### src/rtl/rae_pkg.sv
// Shared types and constants for the register ALU execute unit.
package rae_pkg;

    localparam int RAE_REG_COUNT = 256;

    localparam logic [3:0] OP_MOV = 4'd0;
    localparam logic [3:0] OP_INC = 4'd1;
    localparam logic [3:0] OP_DEC = 4'd2;
    localparam logic [3:0] OP_ADD = 4'd3;
    localparam logic [3:0] OP_SUB = 4'd4;
    localparam logic [3:0] OP_MUL = 4'd5;
    localparam logic [3:0] OP_DIV = 4'd6;
    localparam logic [3:0] OP_CMP = 4'd7;
    localparam logic [3:0] OP_JMP = 4'd8;
    localparam logic [3:0] OP_JNE = 4'd9;
    localparam logic [3:0] OP_JE  = 4'd10;
    localparam logic [3:0] OP_JGE = 4'd11;
    localparam logic [3:0] OP_JG  = 4'd12;
    localparam logic [3:0] OP_JLE = 4'd13;
    localparam logic [3:0] OP_JL  = 4'd14;

    localparam logic [1:0] CMP_NE = 2'd0;
    localparam logic [1:0] CMP_EQ = 2'd1;
    localparam logic [1:0] CMP_GT = 2'd2;
    localparam logic [1:0] CMP_LT = 2'd3;

    typedef struct packed {
        logic [3:0]         req_type;
        logic [7:0]         a_reg;
        logic               a_is_imm;
        logic signed [63:0] a_imm;
        logic [7:0]         b_reg;
        logic               b_is_imm;
        logic signed [63:0] b_imm;
    } t_req;

    typedef struct packed {
        logic signed [63:0] result_value;
        logic [1:0]         compare_state;
        logic               take_jump;
        logic               div_error;
    } t_rsp;

    typedef struct packed {
        logic mul_go;
        logic div_go;
    } t_md_ctrl;

    typedef struct packed {
        logic        done;
        logic [63:0] result;
    } t_md_stat;

endpackage

### src/rtl/rae_muldiv.sv
// Multiply/divide wrapper seen by the sequencer; the datapath sits in rae_md.
module rae_muldiv (
    input  logic                 i_clk,
    input  logic                 i_rst_n,
    input  rae_pkg::t_md_ctrl    i_ctrl,
    input  logic [63:0]          i_a,
    input  logic [63:0]          i_b,
    output rae_pkg::t_md_stat    o_stat
);
    import rae_pkg::*;

    rae_md u_core (
        .i_clk   (i_clk),
        .i_rst_n (i_rst_n),
        .i_ctrl  (i_ctrl),
        .i_a     (i_a),
        .i_b     (i_b),
        .o_stat  (o_stat)
    );

endmodule

### src/rtl/rae_md.sv
// Multi-cycle 64-bit multiplier (32x32 partial products) and bit-serial signed divider.
module rae_md (
    input  logic                 i_clk,
    input  logic                 i_rst_n,
    input  rae_pkg::t_md_ctrl    i_ctrl,
    input  logic [63:0]          i_a,
    input  logic [63:0]          i_b,
    output rae_pkg::t_md_stat    o_stat
);
    import rae_pkg::*;

    logic        r_mul;
    logic        r_div;
    logic [6:0]  r_cnt;
    logic        r_done;
    logic [63:0] r_res;
    logic [63:0] r_a;
    logic [63:0] r_b;
    logic [63:0] r_prod;
    logic [63:0] r_acc;
    logic [64:0] r_rem;
    logic [63:0] r_quo;
    logic        r_neg;

    logic [31:0] w_ma;
    logic [31:0] w_mb;
    logic [64:0] w_rsh;
    logic [63:0] w_prod_sh;

    always_comb begin
        case (r_cnt[1:0])
            2'd0: begin
                w_ma = r_a[31:0];
                w_mb = r_b[31:0];
            end
            2'd1: begin
                w_ma = r_a[31:0];
                w_mb = r_b[63:32];
            end
            default: begin
                w_ma = r_a[63:32];
                w_mb = r_b[31:0];
            end
        endcase
    end

    assign w_rsh     = {r_rem[63:0], r_quo[63]};
    assign w_prod_sh = {r_prod[31:0], 32'd0};

    always_ff @(posedge i_clk) begin
        if (i_ctrl.mul_go) begin
            r_a <= i_a;
            r_b <= i_b;
        end
        if (i_ctrl.div_go) begin
            r_rem <= '0;
            r_quo <= i_a[63] ? (64'd0 - i_a) : i_a;
            r_b   <= i_b[63] ? (64'd0 - i_b) : i_b;
            r_neg <= i_a[63] ^ i_b[63];
        end
        if (r_mul) begin
            r_prod <= 64'(w_ma * w_mb);
            case (r_cnt[1:0])
                2'd1: r_acc <= r_prod;
                2'd2: r_acc <= r_acc + w_prod_sh;
                2'd3: r_res <= r_acc + w_prod_sh;
                default: r_acc <= r_acc;
            endcase
        end
        if (r_div) begin
            if (r_cnt == 7'd64) begin
                r_res <= r_neg ? (64'd0 - r_quo) : r_quo;
            end else if (w_rsh >= {1'b0, r_b}) begin
                r_rem <= w_rsh - {1'b0, r_b};
                r_quo <= {r_quo[62:0], 1'b1};
            end else begin
                r_rem <= w_rsh;
                r_quo <= {r_quo[62:0], 1'b0};
            end
        end
    end

    always_ff @(posedge i_clk) begin
        if (!i_rst_n) begin
            r_mul  <= 1'b0;
            r_div  <= 1'b0;
            r_cnt  <= '0;
            r_done <= 1'b0;
        end else begin
            r_done <= 1'b0;
            if (i_ctrl.mul_go || i_ctrl.div_go) begin
                r_mul <= i_ctrl.mul_go;
                r_div <= i_ctrl.div_go;
                r_cnt <= '0;
            end else if (r_mul) begin
                r_cnt <= r_cnt + 7'd1;
                if (r_cnt == 7'd3) begin
                    r_mul  <= 1'b0;
                    r_done <= 1'b1;
                end
            end else if (r_div) begin
                r_cnt <= r_cnt + 7'd1;
                if (r_cnt == 7'd64) begin
                    r_div  <= 1'b0;
                    r_done <= 1'b1;
                end
            end
        end
    end

    assign o_stat.done   = r_done;
    assign o_stat.result = r_res;

    a_one_op: assert property (@(posedge i_clk) disable iff (!i_rst_n)
        !(r_mul && r_div))
        else $error("multiply and divide active together");
    a_done_after_op: assert property (@(posedge i_clk) disable iff (!i_rst_n)
        r_done |-> $past(r_mul || r_div))
        else $error("done without an operation");
    a_div_len: assert property (@(posedge i_clk) disable iff (!i_rst_n)
        r_div |-> (r_cnt <= 7'd64))
        else $error("divider count overrun");

endmodule

### config.mk
export PLATFORM = sky130hd
export DESIGN_NAME = rae_muldiv
export DESIGN_NICKNAME = d
export VERILOG_FILES = /design/src/rtl/rae_pkg.sv /design/src/rtl/rae_muldiv.sv /design/src/rtl/rae_md.sv
export SDC_FILE = /design/constraint.sdc
export NUM_CORES = 2
export LEC_CHECK = 0
export BUFFER_PORTS_ARGS = -buffer_cell sky130_fd_sc_hd__buf_4
export CORE_MARGIN = 5
export CORE_UTILIZATION = 65
export CTS_BUF_LIST = sky130_fd_sc_hd__clkbuf_8
export CTS_CLUSTER_SIZE = 8
export DETAILED_ROUTE_END_ITERATION = 10
export PLACE_DENSITY = 0.93
export SYNTH_ARGS = -nofsm -noshare
export SYNTH_HDL_FRONTEND = slang
export SYNTH_HIERARCHICAL = 1
export SYNTH_SLANG_ARGS = --single-unit
export TNS_END_PERCENT = 10
### constraint.sdc
create_clock -name i_clk -period 27.3 [get_ports i_clk]
set_clock_uncertainty 0.2 [all_clocks]
set_input_delay 4.095 -clock i_clk [delete_from_list [all_inputs] [get_ports i_clk]]
set_output_delay 4.095 -clock i_clk [all_outputs]
set_load 0.005 [all_outputs]
Word level (Yosys, flattened, before mapping)
Index checks and enable logic that the tools add are counted.

storage, ports and cells
  bits in registers = 460
  bits of input ports = 132
  output and inout bits = 65
  word-level logic and storage cells = 69

operators by class
  $add $sub $neg = 6
  multipliers = 1
  $lt $le $gt $ge = 1
  equal/unequal tests = 6
  multiplexer cells = 33
  bitwise logic cells = 2
  reductions and logical operators = 8

operators with widths
  kind                   count
  $mux 64                12
  $mux 65                4
  $sub 1x64->64 const A  3
  $pmux 64 s2            1
  $ge 65x64->1           1
  $sub 65x64->65         1
  $add 64x64->64         1
  $mul 32x32->64         1
  $mux 32                2
  $mux 7                 2
  $mux 1                 12
  $add 7x1->7 const B    1
  $eq 7x2->1 const B     1
  $eq 7x7->1 const B     1
  $reduce_bool 2->1      3
  $eq 2x2->1 const B     2
  $reduce_or 2->1        2
  $eq 2x1->1 const B     1
  $logic_not 2->1        1
  $ne 2x2->1 const B     1
  $reduce_and 2->1       1
  $logic_or 1x1->1       1
  $not 1->1              1
  $xor 1x1->1            1

Depth between registers and ports, before layout
  depth after elaboration = 5
  depth in mapped cells = 37
  gate-level depth less buffers = 32

Worst setup path after synthesis
Ideal clock, no wire load.

  kind = register to register
  start = register u_core.r_cnt[1]
  end = register u_core.r_prod[63], data pin
  setup time = 0.266 ns
  arrival = 9.237 ns
  required time = 26.834 ns
  slack = 17.597 ns
  cell stages (with the launch flop) = 33
  clock period less this slack = 9.703 ns
  path through = dfxtp_1 -> inv_1 -> ha_1 -> clkbuf_1 -> nor2_1 -> clkbuf_1 -> buf_1 -> mux2i_1 -> clkbuf_1 -> nor2_1 -> fa_1 -> inv_1 -> fa_1 -> inv_1 -> fa_1 -> inv_1 -> fa_1 -> inv_1 -> fa_1 -> fa_1 -> fa_1 -> fa_1 -> ha_1 -> clkbuf_1 -> nand4_1 -> or4_1 -> a21o_1 -> nor3b_1 -> nor3_1 -> a31oi_1 -> o21a_1 -> o41ai_1 -> xnor2_1

on the way
  word-level cells in the longest chain between the ends = 4

RTL lines
  what                                           line           text
  start, declared                                rae_md.sv:14   logic [6:0] r_cnt;
  start signal, assigned                         rae_md.sv:96   r_cnt <= r_cnt + 7'd1;
  start signal, assigned                         rae_md.sv:102  r_cnt <= r_cnt + 7'd1;
  $eq 2x1->1 or $logic_not 2->1 (tied branches)  rae_md.sv:31   case (r_cnt[1:0])
  $reduce_or 2->1 (no source line)               -
  $mux 32                                        rae_md.sv:31
  $mul 32x32->64 (*)                             rae_md.sv:62   r_prod <= 64'(w_ma * w_mb);
  end signal, assigned                           rae_md.sv:62
  end, declared                                  rae_md.sv:19   logic [63:0] r_prod;

Mark *: on every way between the ends. The rest lies on a longest branch, timed or not.
A chain may end at the register's enable or synchronous reset.

Worst setup path after layout
  start = register u_core.r_cnt[1]
  end = register u_core.r_prod[57], data pin

Same word-level chain as after synthesis.

==> run metrics <==
port bufs=196; FFs w/ async S/R, synth=0%; initial drt markers=7,656; # Max-Cap Violations=2; setup bufs post-CTS=0; CTS tree=built; width of the die=311.0 microns; Distinct cells, synth=80; gpl congestion=about 1; synthesized instance count=approximately 6,600; CTS Sinks=around 460; dpl cells=7,757; clock transition at the registers of the reported paths=approximately 0.060 ns; final setup violating endpoints=0; DRT Pass-1 Iters=10; Area Overhead vs Synth=7.256%; Worst path slowest cell=mux2i_4; status=finished, violations left; number of global-route vias before repair=between 50,000 and 60,000; CP Launch Type=flop; layout filler cell count=roughly 6,600; Post-CTS Resized=0; RSZ-0062 raised after global routing=no; crit path time final=~12 ns; CP max stage delay=around 1.0 ns; final instance area=around 63,000 sq um; DP Wirelength=158,900 microns; Hold WC Path Type=flop to flop; share of cells above drive strength 1=under 10%; DRC violations left=0; Hold-fix buffers, CTS=0; Post-Syn Nets=approximately 8,000; Pins Over Slew Limit=21; Setup crit end kind=flop; core area=roughly 90,000 sq um; vias after detailed routing=~52,000; CP Data Required Time=approximately 28 ns; failing checks=capacitance limit, slew limit; register area share after synthesis=around a fifth; Die Area=~97,000 sq um; Hold Vio Cnt, Final=0; Synth Area per Inst=a little under 9 sq um; remaining global-route overflow=0; GRT Overall Usage=a little over two fifths; Final #Nets=a little over 8,000; max-slew headroom at the worst pin=-8.160%; worst path buffer plus inverter count=9; CTS HTree Levels=3; Worst Max-Slew Pin Slew=1.605 ns; worst hold margin=approximately 0.28 ns; cts bufs inserted=between 80 and 90; TNS Setup=0 ns; Synth Cell Area=just under 60,000 sq um; die height=around 310 microns; WP depth=32; Worst Hold Depth=2; I/O pins=around 200; pin count of the biggest net entering global routing=around 100; Max Root-Sink Buffers=3; global-route wire length before repair=between 300,000 and 400,000 microns; Clk Tree Root Cell=clkbuf_8; number of flops mapped to enable cells by yosys=about 260; standard-cell row count=110; Seq cells post-synth=roughly 460; Synth Flop Type=edfxtp_1; R2R cell count=32; drt via density=approximately 6.6; DRT antenna net count=0; CP arrival=between 10 and 15 ns; cell family with most CP delay=adder cells; Top cell by count, worst path=fa_1; routed wire length=~210,000 microns; f_max=a little under 0.09 GHz; CP Class=flop to flop; final cell count without fillers=slightly below 8,000; routed len/inst=approximately 26 microns; crit share post-route=42.37%; Max Fanout on Critical Path=89; worst skew pair latency=approximately 0.76 ns; initial antenna violation count=7; Initial Util=between 60% and 70%; placed cell areas=about 61,000 sq um; Synth warnings=6
## final cells by class
type | count | area (sq um) | area share (%)
diodes | 3 | 7.507 | 0.01188
multi-input cells | 4857 | 42410 | 67.13
inverters | 976 | 3665 | 5.801
clock inverters | 57 | 372.9 | 0.5902
repair buffers | 290 | 2177 | 3.446
flip-flops and latches | 459 | 11760 | 18.62
clock buffers | 95 | 1308 | 2.070
well taps | 1176 | 1471 | 2.329
## cell usage in the layout, fill, tap and decap left out, drive strengths merged, types with 8 or more instances in the layout
cell / netlist / routed
inv: 976 / 1011
fa: 898 / 898
nand2: 842 / 842
nor2: 795 / 795
ha: 366 / 366
o21ai: 319 / 319
buf: 28 / 290
a21oi: 280 / 280
edfxtp: 257 / 257
dfxtp: 202 / 202
xnor2: 184 / 184
xor2: 155 / 155
clkbuf: 309 / 95
nand3: 94 / 94
a21o: 93 / 93
a31oi: 81 / 81
mux2i: 76 / 76
mux2: 61 / 61
nor3: 61 / 61
o31ai: 56 / 56
nand4: 48 / 48
nor2b: 47 / 47
o21a: 39 / 39
o21bai: 35 / 35
and2: 30 / 30
or4: 29 / 29
or3: 26 / 26
o211ai: 26 / 26
nand2b: 25 / 25
o41ai: 25 / 25
nor4: 23 / 23
clkinv: 0 / 18
and3: 17 / 17
a211oi: 13 / 13
or2: 12 / 12
a32oi: 11 / 11
a22oi: 8 / 8
nor3b: 8 / 8
## cell usage after synthesis, drive strengths merged, types with 39 or more instances
cell type | number | share of area (%)
a21o | 93 | 1.2
nand2 | 842 | 5.4
mux2i | 76 | 1.3
o21ai | 319 | 2.7
o21a | 39 | 0.50
edfxtp | 257 | 13
nand4 | 48 | 0.51
fa | 898 | 31
nor2 | 795 | 5.1
xnor2 | 184 | 2.7
clkbuf | 309 | 2.0
a31oi | 81 | 0.86
nor2b | 47 | 0.50
ha | 366 | 7.8
nand3 | 94 | 0.80
a21oi | 280 | 2.4
nor3 | 61 | 0.52
inv | 976 | 6.2
xor2 | 155 | 2.3
dfxtp | 202 | 6.9
mux2 | 61 | 1.2
o31ai | 56 | 0.71
## metal layers
metal	GRT usage, %	part of all wire, %	vias up
met5	0	0.033	-
met4	32.12	10	10
met3	18.59	17	1412
met2	61.17	41	4435
met1	50.37	32	24758
li1	-	-	21422
## path summary, 6_finish.rpt
kind | from | endpoint | slack [ns]
hold reg to reg | u_core/r_res[32] | u_core/r_res[32] | 0.28
setup reg to reg | u_core/r_cnt[1] | u_core/r_prod[57] | 15.73
setup / recovery | u_core/r_cnt[1] | u_core/r_prod[57] | 15.73
hold / removal | u_core/r_res[32] | u_core/r_res[32] | 0.28
## worst reg2reg max path: cells and delay by family (launching register included)
family	cells	cell delay, ns
and+or+nand+nor	4	1.84
DFF	1	0.40
muxes	1	1.08
xor gates and xnor gates	1	0.14
adders and majority gates	10	4.54
AOI/OAI and AO/OA	7	1.57
buffers and inverters	9	1.54
## logic make-up after synthesis
| kind of cell | Yosys count | share of synthesized area, % |
|---|---|---|
| xor+xnor | 339 | 5.041 |
| fa+ha+maj | 1264 | 38.30 |
| mux | 137 | 2.458 |
| flops | 459 | 19.97 |
| compound gates | 1042 | 10.84 |
| buf+inv | 1313 | 8.391 |
| simple gates | 2075 | 15.01 |
## flip-flops by register name, indices dropped and copies added, names as in the netlist
name / flops
u_core/r_a: 64
u_core/r_neg: 1
u_core/r_mul: 1
u_core/r_b: 64
u_core/r_quo: 64
u_core/r_acc: 64
u_core/r_div: 1
u_core/r_prod: 64
u_core/r_rem: 64
u_core/r_cnt: 7
u_core/r_done: 1
u_core/r_res: 64
## stage by stage
stage | utilization [%] | setup slack, ns
3_3_place_gp | 68.29 | 16.33
2_1_floorplan | - | 17.60
6_report | 70.18 | 15.73
3_5_place_dp | 68.29 | 16.00
5_1_grt | 70.18 | 15.43
4_1_cts | 70.16 | 16.01
Power is left out: the tool's default activity adds up to more than one toggle a clock period on the data nets, which glitch-free logic cannot reach.
